**src/rocket_recovery_deploy_fsm_assert.svh**
```systemverilog
// ----------------------------------------------------------------------------
// Recovery sequencer assertion macros
// Shared concurrent assertion forms, clocked on clk and disabled in reset.
// ----------------------------------------------------------------------------
`ifndef ROCKET_RECOVERY_DEPLOY_FSM_ASSERT_SVH
`define ROCKET_RECOVERY_DEPLOY_FSM_ASSERT_SVH

// The consequent must hold in the same cycle as the antecedent.
`define RRD_ASSERT_SAME(label, ante, cons, msg) \
    label: assert property (@(posedge clk) disable iff (!rst_n) (ante) |-> (cons)) \
        else $error(msg);

// The consequent must hold in the cycle after the antecedent.
`define RRD_ASSERT_NEXT(label, ante, cons, msg) \
    label: assert property (@(posedge clk) disable iff (!rst_n) (ante) |=> (cons)) \
        else $error(msg);

`endif

```
**src/rrd_pkg.sv**
```systemverilog
// ----------------------------------------------------------------------------
// Recovery sequencer package
// Field widths, phase codes, register indexes and the configuration bundle.
// ----------------------------------------------------------------------------
`default_nettype none

package rrd_pkg;

    localparam int ACCEL_W  = 16;
    localparam int ALT_W    = 21;
    localparam int TIME_W   = 32;
    localparam int MARGIN_W = 17;
    localparam int MS_W     = 16;
    localparam int PHASE_W  = 3;
    localparam int CFG_IDX_W  = 4;
    localparam int CFG_DATA_W = 21;

    localparam logic [PHASE_W-1:0] PHASE_PAD    = 3'd0;
    localparam logic [PHASE_W-1:0] PHASE_BOOST  = 3'd1;
    localparam logic [PHASE_W-1:0] PHASE_COAST  = 3'd2;
    localparam logic [PHASE_W-1:0] PHASE_APOGEE = 3'd3;
    localparam logic [PHASE_W-1:0] PHASE_MAIN   = 3'd4;
    localparam logic [PHASE_W-1:0] PHASE_TOUCH  = 3'd5;

    localparam logic [CFG_IDX_W-1:0] REG_LAUNCH_ACCEL  = 4'd0;
    localparam logic [CFG_IDX_W-1:0] REG_BURNOUT_ACCEL = 4'd1;
    localparam logic [CFG_IDX_W-1:0] REG_APOGEE_MARGIN = 4'd2;
    localparam logic [CFG_IDX_W-1:0] REG_MIN_FLIGHT    = 4'd3;
    localparam logic [CFG_IDX_W-1:0] REG_DROGUE_PULSE  = 4'd4;
    localparam logic [CFG_IDX_W-1:0] REG_MAIN_ALT      = 4'd5;
    localparam logic [CFG_IDX_W-1:0] REG_LANDING_ALT   = 4'd6;
    localparam logic [CFG_IDX_W-1:0] REG_IMPACT_ACCEL  = 4'd7;

    localparam logic signed [ACCEL_W-1:0] LAUNCH_ACCEL_RST  = 16'sd1500;
    localparam logic signed [ACCEL_W-1:0] BURNOUT_ACCEL_RST = 16'sd500;
    localparam logic [MARGIN_W-1:0]       APOGEE_MARGIN_RST = 17'd50;
    localparam logic [MS_W-1:0]           MIN_FLIGHT_RST    = 16'd5000;
    localparam logic [MS_W-1:0]           DROGUE_PULSE_RST  = 16'd2000;
    localparam logic signed [ALT_W-1:0]   MAIN_ALT_RST      = 21'sd4500;
    localparam logic signed [ALT_W-1:0]   LANDING_ALT_RST   = 21'sd100;
    localparam logic signed [ACCEL_W-1:0] IMPACT_ACCEL_RST  = 16'sd2000;

    typedef struct packed {
        logic signed [ACCEL_W-1:0] launch_accel;
        logic signed [ACCEL_W-1:0] burnout_accel;
        logic [MARGIN_W-1:0]       apogee_margin;
        logic [MS_W-1:0]           min_flight_time;
        logic [MS_W-1:0]           drogue_pulse_time;
        logic signed [ALT_W-1:0]   main_altitude;
        logic signed [ALT_W-1:0]   landing_altitude;
        logic signed [ACCEL_W-1:0] impact_accel;
    } cfg_t;

endpackage

`default_nettype wire

```
**src/rrd_cfg_regs.sv**
```systemverilog
// ----------------------------------------------------------------------------
// Recovery sequencer configuration registers
// Holds the eight thresholds and timings, written one at a time by index.
// ----------------------------------------------------------------------------
`default_nettype none

module rrd_cfg_regs (
    input  wire logic                           clk,
    input  wire logic                           rst_n,
    input  wire logic                           wr_en,
    input  wire logic [rrd_pkg::CFG_IDX_W-1:0]  wr_index,
    input  wire logic [rrd_pkg::CFG_DATA_W-1:0] wr_data,
    output rrd_pkg::cfg_t                       cfg
);
    import rrd_pkg::*;

    cfg_t cfg_reg;

    always_ff @(posedge clk or negedge rst_n)
    begin
        if (!rst_n)
        begin
            cfg_reg.launch_accel      <= LAUNCH_ACCEL_RST;
            cfg_reg.burnout_accel     <= BURNOUT_ACCEL_RST;
            cfg_reg.apogee_margin     <= APOGEE_MARGIN_RST;
            cfg_reg.min_flight_time   <= MIN_FLIGHT_RST;
            cfg_reg.drogue_pulse_time <= DROGUE_PULSE_RST;
            cfg_reg.main_altitude     <= MAIN_ALT_RST;
            cfg_reg.landing_altitude  <= LANDING_ALT_RST;
            cfg_reg.impact_accel      <= IMPACT_ACCEL_RST;
        end
        else if (wr_en)
        begin
            case (wr_index)
                REG_LAUNCH_ACCEL:  cfg_reg.launch_accel      <= wr_data[ACCEL_W-1:0];
                REG_BURNOUT_ACCEL: cfg_reg.burnout_accel     <= wr_data[ACCEL_W-1:0];
                REG_APOGEE_MARGIN: cfg_reg.apogee_margin     <= wr_data[MARGIN_W-1:0];
                REG_MIN_FLIGHT:    cfg_reg.min_flight_time   <= wr_data[MS_W-1:0];
                REG_DROGUE_PULSE:  cfg_reg.drogue_pulse_time <= wr_data[MS_W-1:0];
                REG_MAIN_ALT:      cfg_reg.main_altitude     <= wr_data[ALT_W-1:0];
                REG_LANDING_ALT:   cfg_reg.landing_altitude  <= wr_data[ALT_W-1:0];
                REG_IMPACT_ACCEL:  cfg_reg.impact_accel      <= wr_data[ACCEL_W-1:0];
                default:
                begin
                end
            endcase
        end
    end

    assign cfg = cfg_reg;

endmodule

`default_nettype wire

```
**src/rrd_core.sv**
```systemverilog
// ----------------------------------------------------------------------------
// Recovery sequencer flight state machine
// Steps the flight phase once per sample and holds the deployment line state,
// which doubles as the result register.
// ----------------------------------------------------------------------------
`default_nettype none

module rrd_core (
    input  wire logic                              clk,
    input  wire logic                              rst_n,
    input  wire logic                              advance,
    input  wire logic signed [rrd_pkg::ACCEL_W-1:0] accel_z,
    input  wire logic signed [rrd_pkg::ALT_W-1:0]   altitude,
    input  wire logic [rrd_pkg::TIME_W-1:0]         now_ms,
    input  wire rrd_pkg::cfg_t                      cfg,
    output logic [rrd_pkg::PHASE_W-1:0]             flight_phase,
    output logic                                    drogue_fire,
    output logic                                    main_fire,
    output logic signed [rrd_pkg::ALT_W-1:0]        peak_altitude
);
    import rrd_pkg::*;

    typedef enum logic [PHASE_W-1:0] {
        PH_PAD    = PHASE_PAD,
        PH_BOOST  = PHASE_BOOST,
        PH_COAST  = PHASE_COAST,
        PH_APOGEE = PHASE_APOGEE,
        PH_MAIN   = PHASE_MAIN,
        PH_TOUCH  = PHASE_TOUCH
    } phase_t;

    phase_t                  phase_reg, phase_next;
    logic signed [ALT_W-1:0] max_alt_reg, max_alt_next;
    logic [TIME_W-1:0]       launch_time_reg, launch_time_next;
    logic [TIME_W-1:0]       apogee_time_reg, apogee_time_next;
    logic                    drogue_reg, drogue_next;
    logic                    main_reg, main_next;

    logic [TIME_W-1:0]       since_apogee;
    logic [TIME_W-1:0]       since_launch;
    logic signed [ALT_W-1:0] peak;
    logic signed [ALT_W+1:0] alt_plus_margin;
    logic signed [ALT_W+1:0] peak_wide;

    always_comb
    begin
        since_apogee = now_ms - apogee_time_reg;
        since_launch = now_ms - launch_time_reg;
        peak = (altitude > max_alt_reg) ? altitude : max_alt_reg;
        alt_plus_margin = {{2{altitude[ALT_W-1]}}, altitude}
                        + $signed({6'd0, cfg.apogee_margin});
        peak_wide = {{2{peak[ALT_W-1]}}, peak};

        phase_next       = phase_reg;
        max_alt_next     = max_alt_reg;
        launch_time_next = launch_time_reg;
        apogee_time_next = apogee_time_reg;
        drogue_next      = drogue_reg;
        main_next        = main_reg;

        if (phase_reg inside {PH_APOGEE, PH_MAIN, PH_TOUCH}
            && since_apogee > {16'd0, cfg.drogue_pulse_time})
        begin
            drogue_next = 1'b0;
        end

        case (phase_reg)
            PH_PAD:
            begin
                if (accel_z > cfg.launch_accel)
                begin
                    phase_next       = PH_BOOST;
                    launch_time_next = now_ms;
                end
            end
            PH_BOOST:
            begin
                if (accel_z < cfg.burnout_accel)
                begin
                    phase_next = PH_COAST;
                end
            end
            PH_COAST:
            begin
                max_alt_next = peak;
                if (alt_plus_margin < peak_wide
                    && since_launch > {16'd0, cfg.min_flight_time})
                begin
                    phase_next       = PH_APOGEE;
                    apogee_time_next = now_ms;
                    drogue_next      = 1'b1;
                end
            end
            PH_APOGEE:
            begin
                if (altitude < cfg.main_altitude)
                begin
                    phase_next = PH_MAIN;
                    main_next  = 1'b1;
                end
            end
            PH_MAIN:
            begin
                if (altitude < cfg.landing_altitude || accel_z > cfg.impact_accel)
                begin
                    phase_next = PH_TOUCH;
                end
            end
            PH_TOUCH:
            begin
                main_next = 1'b0;
            end
            default:
            begin
            end
        endcase
    end

    always_ff @(posedge clk or negedge rst_n)
    begin
        if (!rst_n)
        begin
            phase_reg       <= PH_PAD;
            max_alt_reg     <= '0;
            launch_time_reg <= '0;
            apogee_time_reg <= '0;
            drogue_reg      <= 1'b0;
            main_reg        <= 1'b0;
        end
        else if (advance)
        begin
            phase_reg       <= phase_next;
            max_alt_reg     <= max_alt_next;
            launch_time_reg <= launch_time_next;
            apogee_time_reg <= apogee_time_next;
            drogue_reg      <= drogue_next;
            main_reg        <= main_next;
        end
    end

    assign flight_phase  = phase_reg;
    assign drogue_fire   = drogue_reg;
    assign main_fire     = main_reg;
    assign peak_altitude = max_alt_reg;

endmodule

`default_nettype wire

```
**src/rocket_recovery_deploy_fsm.sv**
```systemverilog
// ----------------------------------------------------------------------------
// Rocket recovery deployment sequencer
// Dual-deploy flight phase tracker with drogue and main line drive.
// ----------------------------------------------------------------------------
// The block takes one sample per clock cycle while in_stall is low and returns
// one result per sample: the sample lands in an input register, and the phase
// step then writes the flight state, which is also the result register, from
// which the result is presented. The update of that flight state sets the rate.
// A result waiting on out_stall holds the sample behind it in the input
// register, and in_stall rises once that register is full as well.
// Configuration writes are always taken and should be made only while no
// sample is in flight; there is no clearing pass after reset.
`default_nettype none

module rocket_recovery_deploy_fsm (
    input  wire logic                               clk,
    input  wire logic                               rst_n,
    input  wire logic                               in_valid,
    output logic                                    in_stall,
    input  wire logic signed [rrd_pkg::ACCEL_W-1:0] accel_z,
    input  wire logic signed [rrd_pkg::ALT_W-1:0]   altitude,
    input  wire logic [rrd_pkg::TIME_W-1:0]         now_ms,
    output logic                                    out_valid,
    input  wire logic                               out_stall,
    output logic [rrd_pkg::PHASE_W-1:0]             flight_phase,
    output logic                                    drogue_fire,
    output logic                                    main_fire,
    output logic signed [rrd_pkg::ALT_W-1:0]        peak_altitude,
    input  wire logic                               cfg_valid,
    output logic                                    cfg_ready,
    input  wire logic [rrd_pkg::CFG_IDX_W-1:0]      cfg_index,
    input  wire logic [rrd_pkg::CFG_DATA_W-1:0]     cfg_data
);
    import rrd_pkg::*;

    cfg_t                      cfg;
    logic                      in_valid_reg;
    logic                      out_valid_reg;
    logic signed [ACCEL_W-1:0] accel_reg;
    logic signed [ALT_W-1:0]   alt_reg;
    logic [TIME_W-1:0]         now_reg;
    logic                      out_free;
    logic                      advance;
    logic                      in_take;

    assign out_free  = !out_valid_reg || !out_stall;
    assign advance   = in_valid_reg && out_free;
    assign in_stall  = in_valid_reg && !out_free;
    assign in_take   = in_valid && !in_stall;
    assign out_valid = out_valid_reg;
    assign cfg_ready = 1'b1;

    always_ff @(posedge clk or negedge rst_n)
    begin
        if (!rst_n)
        begin
            in_valid_reg  <= 1'b0;
            out_valid_reg <= 1'b0;
        end
        else
        begin
            if (in_take)
            begin
                in_valid_reg <= 1'b1;
            end
            else if (advance)
            begin
                in_valid_reg <= 1'b0;
            end

            if (advance)
            begin
                out_valid_reg <= 1'b1;
            end
            else if (!out_stall)
            begin
                out_valid_reg <= 1'b0;
            end
        end
    end

    always_ff @(posedge clk)
    begin
        if (in_take)
        begin
            accel_reg <= accel_z;
            alt_reg   <= altitude;
            now_reg   <= now_ms;
        end
    end

    rrd_cfg_regs u_cfg_regs (
        .clk      (clk),
        .rst_n    (rst_n),
        .wr_en    (cfg_valid && cfg_ready),
        .wr_index (cfg_index),
        .wr_data  (cfg_data),
        .cfg      (cfg)
    );

    rrd_core u_core (
        .clk           (clk),
        .rst_n         (rst_n),
        .advance       (advance),
        .accel_z       (accel_reg),
        .altitude      (alt_reg),
        .now_ms        (now_reg),
        .cfg           (cfg),
        .flight_phase  (flight_phase),
        .drogue_fire   (drogue_fire),
        .main_fire     (main_fire),
        .peak_altitude (peak_altitude)
    );

`include "rocket_recovery_deploy_fsm_assert.svh"

    `RRD_ASSERT_SAME(a_stall_only_when_full, in_stall,
        in_valid_reg && out_valid && out_stall,
        "input stalled without a blocked result")
    `RRD_ASSERT_SAME(a_main_phase, main_fire,
        flight_phase == PHASE_MAIN || flight_phase == PHASE_TOUCH,
        "main line driven outside main or touchdown")
    `RRD_ASSERT_SAME(a_drogue_phase, drogue_fire,
        flight_phase == PHASE_APOGEE || flight_phase == PHASE_MAIN
            || flight_phase == PHASE_TOUCH,
        "drogue line driven before apogee")
    `RRD_ASSERT_NEXT(a_result_follows, advance, out_valid, "stepped sample produced no result")

endmodule

`default_nettype wire

```
**config.mk**
```make
export PLATFORM = sky130hd
export DESIGN_NAME = rocket_recovery_deploy_fsm
export DESIGN_NICKNAME = d
export VERILOG_FILES = /design/src/rrd_pkg.sv /design/src/rrd_cfg_regs.sv /design/src/rrd_core.sv /design/src/rocket_recovery_deploy_fsm.sv
export VERILOG_INCLUDE_DIRS = /design/src /design/src/src
export SDC_FILE = /design/constraint.sdc
export NUM_CORES = 1
export LEC_CHECK = 0
export BUFFER_PORTS_ARGS = -buffer_cell sky130_fd_sc_hd__buf_4
export CORE_MARGIN = 2
export CORE_UTILIZATION = 50
export DETAILED_ROUTE_END_ITERATION = 8
export PLACE_DENSITY = 0.74
export SLEW_MARGIN = 20
export SYNTH_ARGS = -nofsm -noshare
export SYNTH_HDL_FRONTEND = slang
export SYNTH_HIERARCHICAL = 1
export SYNTH_SLANG_ARGS = --single-unit
```
**constraint.sdc**
```tcl
create_clock -name clk -period 8.7 [get_ports clk]
set_input_delay 0.435 -clock clk [delete_from_list [all_inputs] [get_ports clk]]
set_output_delay 0.435 -clock clk [all_outputs]
set_load 0.005 [all_outputs]
```
==> results of run 1 <==
[power by group through the flow]
stage | Combinational (mW) | Sequential [mW] | Clock, mW
after floorplan | 0.847 | 1.75 | 0
after global placement | 1.11 | 1.78 | 0
after detailed placement | 1.16 | 1.79 | 0
after CTS | 1.18 | 1.77 | 1.65
after global routing | 1.33 | 1.79 | 1.71
final | 1.19 | 1.76 | 1.61
[worst paths after layout]
| kind | to | slack [ns] |
|---|---|---|
| min in group asynchronous | u_core/peak_altitude[1] | 0.51 |
| setup / recovery | u_core/apogee_time_reg[28] | 2.62 |
| hold reg to reg | u_cfg_regs/cfg[40] | 0.49 |
| max in group asynchronous | u_cfg_regs/cfg[80] | 6.66 |
| hold / removal | alt_reg[2] | 0.04 |
| setup reg to reg | u_core/apogee_time_reg[28] | 2.62 |
[routing by layer]
layer / global-route usage [%] / wire length, um
met1: 31.7 / 21800
met2: 39.9 / 22900
met3: 3.82 / 2310
met4: 7.43 / 1330
met5: 0 / 0
[layout by cell type (no fill, tap or decap), drive strengths merged, types with 7 or more instances in the layout]
master   instances
ha             240
nor2b           21
o211ai          10
dfstp           41
a211oi          14
nand2b          25
edfxtp          69
a2111oi          7
and2             7
inv            244
nor2           100
a31oi           12
or3              9
o21bai           9
nand4           31
nand2           63
a21oi          124
o21a            16
buf            134
a211o            7
mux2i           27
o31ai            9
nor3            21
a21o            73
clkinv           9
and3            12
clkbuf          54
dfrtp          190
xor2            19
xnor2           39
o21ai           71
nand3           28
mux2           205
[cell families (layout without fill, tap and decap cells)]
group,after synthesis,in the layout,share of synthesized area (%)
buffers and inverters,279,446,5.79
and+or+nand+nor,347,347,9.07
AOI/OAI and AO/OA,397,397,13.2
muxes,232,232,13.7
other,1,1,0.0190
adders and majority gates,243,243,15.6
DFF,300,300,40.1
xor gates and xnor gates,58,58,2.58
[timing repair]
action / in CTS / in global routing
hold endpoints to repair: 66 / 0
hold buffers: 1 / 0
gates resized for setup: 0 / 0
[final cells by class]
type                    instances  share of cell area (%)
clock buffers                  54                    4.96
multi-input cells            1278                    47.5
clock inverters                14                   0.792
repair buffers                135                    4.56
inverters                     243                    4.07
well taps                     518                    2.89
flip-flops and latches        300                    35.2
==> results.cfg, run 1 <==
[worst_hold_path]
hp-class = in2reg
worstHoldStart = altitude[2]
hold-path-cell-count = 1

[sta]
fmax_mhz = 164
finalHoldViolCount = 0
period_minus_slack_ns = 6.08
finalSetupViolCount = 0
tns_ns = 0
tightest_slew_ns = 1.04
min_period_over_period_pct = 69.9
skew_ns = 0.0263
rsz0062_at_grt = no
slew_headroom_pct = 30.5
hold_ws_ns = 0.0450
setup_ws_ns = 2.62
final_max_slew_viol_count = 0

[routing]
drt_iter0_markers = 660
avgViaCountPerCell = 5.67
vias = 14400
ant_nets = 0
post_drt_wl_per_cell_um = 19.0
dr.pass1.iters = 5
routed_wl_um = 48300
drcViolationCount = 0

[placement]
pre_cts_slack_ns = 2.67
io_buffer_count = 126
routabilityCongestion = 0.893
dp_cells = 2473
placed_area_sq_um = 21100
dp_hpwl_um = 36200

[yosys]
synth_cells = 1857
synth_commonest_cells = inv_1 (243), ha_1 (240), dfrtp_1 (190)
ys_seq_elements = 300
synth_ff_type = dfrtp_1
synth_top_area_cell = dfrtp_1
async_flop_share_pct = 77.0
yosysWarnings = 6
syn_nets = 2199
synth.distinct_cells = 84
synth_edf_count = 69
yosysSeqAreaShare_pct = 40.1
synth.cell_area_sq_um = 19700
synthTopCellsByArea = dfrtp_1 (24%), ha_1 (15%), edfxtp_1 (11%), mux2_2 (9.8%), dfstp_2 (5.5%)
synth.most_common_cell = inv_1
synth.avg_cell_area_sq_um = 10.6
synth_top_area_share_pct = 24.1

[cts]
cts_buffer_depth = 3
root_buffer = clkbuf_16
clock-sinks = 300
cts_buffers = 37
worstSkewPairLatency_ns = 0.56
cts_tree = built
cts_setup_buffers = 0
htreeDepth = 2
clkSlewWorstSetupHoldPaths_ns = 0.06

[global_route]
grt_usage_pct = 23.8
grt_pass1_vias = 14600
grt_max_degree = 96
overflow = 0
grt_antenna_before_repair = 0
grt_pass1_wl_um = 77500

[layout]
areaGrowthSynthToFinish_pct = 13.9
utilization_pct = 57.9
diodes = 0
multi_input_area_sq_um = 10700
drive_above_1_share_pct = 22.8
num-fill-cells = 3255
regArea_sq_um = 7900
stdcell_area_sq_um = 22400
num-nets-final = 2337
fin_cells = 2542
largest_reg_flops = 139

[floorplanning]
initial_core_util_pct = 50.8
die_w_um = 202
die_y_um = 202
die_area_sq_um = 41000
rows = 72
ioPinCount = 128
fp.coreArea_sq_um = 38700

[worst_setup_path]
criticalPathCategory = reg2reg
slowest_stage = nand3_4
crit_path_frequent_cell = a21o_1
critPathMaxFanout = 32
start_kind = register
critPathBufInv = 1
arrival_ns = 6.51
reg2regPathDepth = 22
crit_family = compound AO/OA/AOI/OAI gates
cp-end-kind = register
worst_path_largest_cell_delay_ns = 0.59
cp.required_ns = 9.13
cp_num_cells = 22
startpoint = alt_reg[3]
worstPathCellList = ha_1 > a21o_1 > a21oi_1 > nand2_1 > a221o_1 > a211oi_1 > xnor2_1 > or2_1 > buf_4 > mux2i_1 > ha_1 > a21o_1 > a21o_1 > a21o_1 > a21oi_1 > nor2b_1 > o21ai_0 > a21oi_1 > a2bb2oi_1 > a211oi_2 > nand3_4 > mux2_4
r2r-start = alt_reg[3]

[power_and_ir_drop]
clockPowerShare_pct = 35.4
power.switching_mw = 1.37
intPower_mw = 3.19
finalPower_mw = 4.57
p_sw_share_pct = 30.1
pwr-share-seq_pct = 38.6
p_comb_share_pct = 26.0
peakVddDrop_mv = 0.128
p_leak_nw = 10.5
power_density_nw_per_um2 = 204

[run_status]
status = complete, no violations

[run]
maxCapViolCount = 0
Power figures use the tool's default switching activity.
==> inputs of run 2 (changes only) <==
PLACE_DENSITY = 0.76   (was 0.74)
clock period = 5 ns   (was 8.7 ns; I/O delays follow)
==> run 2 against run 1 <==
  * Wire length is 8.3% higher
  * Core utilization up 4.5 points
  * Critical path type unchanged
  * Register-to-register slack got worse by 2.7 ns
  * Sequential share of layout area shrank 2.6 points
  * The flow now finishes with violations (setup timing)
  * Cell area rose by 7.8%
  * Count of clock-buffer cells in the layout down 7
==> results.cfg, run 2 (synthesis gave the netlist of run 1 again) <==
[run_status]
status = finished with violations
failed_checks = setup timing

[placement]
dp_cells = 2534
placed_area_sq_um = 21600
io_buffer_count = 126
pre_cts_slack_ns = -0.130
routabilityCongestion = 0.919
dp_hpwl_um = 37600

[sta]
rsz0062_at_grt = yes
finalHoldViolCount = 0
finalSetupViolCount = 31
skew_ns = 0.0195
final_max_slew_viol_count = 0
tightest_slew_ns = 0.932
setup_ws_ns = -0.0573
period_minus_slack_ns = 5.06
min_period_over_period_pct = 101
fmax_mhz = 198
slew_headroom_pct = 37.8

[floorplanning]
fp.coreArea_sq_um = 38700
ioPinCount = 128
die_y_um = 202
die_w_um = 202
initial_core_util_pct = 50.8
die_area_sq_um = 41000
rows = 72

[layout]
stdcell_area_sq_um = 24200
final_common_cell = inv_1
fin_cells = 2700
final_cell_mix = inv_1 (242), ha_1 (236), buf_4 (207)
num-nets-final = 2497
num-fill-cells = 3078
largest_reg_flops = 139
areaGrowthSynthToFinish_pct = 22.8
drive_above_1_share_pct = 27.0

[routing]
vias = 15400
post_drt_wl_per_cell_um = 19.4
avgViaCountPerCell = 5.70
routed_wl_um = 52300
ant_nets = 0
drt_iter0_markers = 889
dr.pass1.iters = 5
drcViolationCount = 0

[worst_hold_path]
worstHoldStart = cfg_data[12]
hp-class = in2reg

[power_and_ir_drop]
p_leak_nw = 11.3
power_density_nw_per_um2 = 335
finalPower_mw = 8.10
peakVddDrop_mv = 0.304

[worst_setup_path]
cp-end-kind = register
critPathBufInv = 4
r2r-start = alt_reg[3]
slowest_stage = edfxtp_1
start_kind = register
criticalPathCategory = reg2reg
crit_path_frequent_cell = a21o_1
critPathMaxFanout = 7
worst_path_largest_cell_delay_ns = 0.43
startpoint = alt_reg[3]
cp.required_ns = 5.42
arrival_ns = 5.47
crit_family = compound AO/OA/AOI/OAI gates

[global_route]
grt_pass1_vias = 15600
grt_pass1_wl_um = 82000
grt_antenna_before_repair = 2
grt_max_degree = 109
grt_usage_pct = 25.4
overflow = 0

[cts]
root_buffer = clkbuf_16
cts_tree = built
clock-sinks = 300
cts_buffer_depth = 3
clkSlewWorstSetupHoldPaths_ns = 0.06
worstSkewPairLatency_ns = 0.55
htreeDepth = 2
cts_buffers = 35

[run]
maxCapViolCount = 0
## run 2: cell count changes in the layout (fill, tap and decap cells not counted), moves of 5 or more
cell	before	now
a211oi_2	1	6
clkbuf_8	8	3
o21ai_0	65	57
a21oi_1	123	116
a21oi_2	1	8
a211oi_1	13	8
buf_4	133	207
dlygate4sd3_1	1	78
## run 2: final cells by class
cell class	instances	area (sq um)	share of cell area, %
Inverter	243	912	3.77
Sequential cell	300	7900	32.7
Tap cell	518	648	2.68
Clock inverter	16	184	0.760
Clock buffer	47	1060	4.37
Antenna cell	1	2.50	0.0103
Multi-Input combinational cell	1278	10900	45.2
Timing Repair Buffer	297	2550	10.6
## run 2: metrics by stage
stage	setup TNS, ns	hold slack (ns)	utilization, %
6_report	-1.02	0.0585	62.4
5_1_grt	-7.34	0.0465	62.4
4_1_cts	0	0.0332	61.7
3_5_place_dp	-3.42	0.353	55.8
3_3_place_gp	0	0.343	55.8
2_1_floorplan	0	-0.0456	-
## run 2: metal layers
metal | GRT usage, % | vias up | wire length, um
met2 | 42.6 | 431 | 25200
li1 | - | 7243 | -
met4 | 11.3 | 0 | 2040
met1 | 32.5 | 7592 | 22400
met5 | 0 | - | 0
met3 | 4.08 | 116 | 2670
## run 2: timing repair
item	CTS	global route
gates resized for setup	33	39
cloned	2	0
hold endpoints to repair	164	0
hold buffers	78	0
setup buffers	13	10
pin swaps	11	38
setup endpoints to repair	34	34
## run 2: worst paths after layout
path,endpoint,cells past startpoint,slack [ns]
worst min register to register,u_cfg_regs/cfg[19],1,0.49
worst max register to register,u_core/apogee_time_reg[28],25,-0.06
min in group asynchronous,u_core/peak_altitude[11],2,0.32
worst max-delay path,u_core/apogee_time_reg[28],25,-0.06
max in group asynchronous,u_cfg_regs/cfg[105],3,3.42
worst min-delay path,u_cfg_regs/cfg[12],2,0.06
## run 2: worst register-to-register path, stage by stage (launching register included)
cell	delay, ns
edfxtp_1	0.43
ha_1	0.34
a21o_1	0.18
a21oi_1	0.19
nand2_1	0.12
a221o_1	0.37
a211oi_2	0.17
xnor2_1	0.12
or2_4	0.32
buf_6	0.16
mux2i_1	0.15
ha_1	0.22
a21o_1	0.15
a21o_1	0.18
a21o_1	0.18
a21oi_1	0.13
nor2b_1	0.06
o21ai_1	0.11
nand3_1	0.09
a2bb2oi_1	0.16
a211oi_2	0.16
buf_4	0.18
nand3_4	0.13
buf_12	0.18
buf_12	0.15
mux2_4	0.30
## run 2: where the power goes
part | switching [mW] | internal [mW]
clock network | 1.05 | 1.69
logic | 1.18 | 1.12
registers | 0.183 | 2.87
total | 2.42 | 5.69
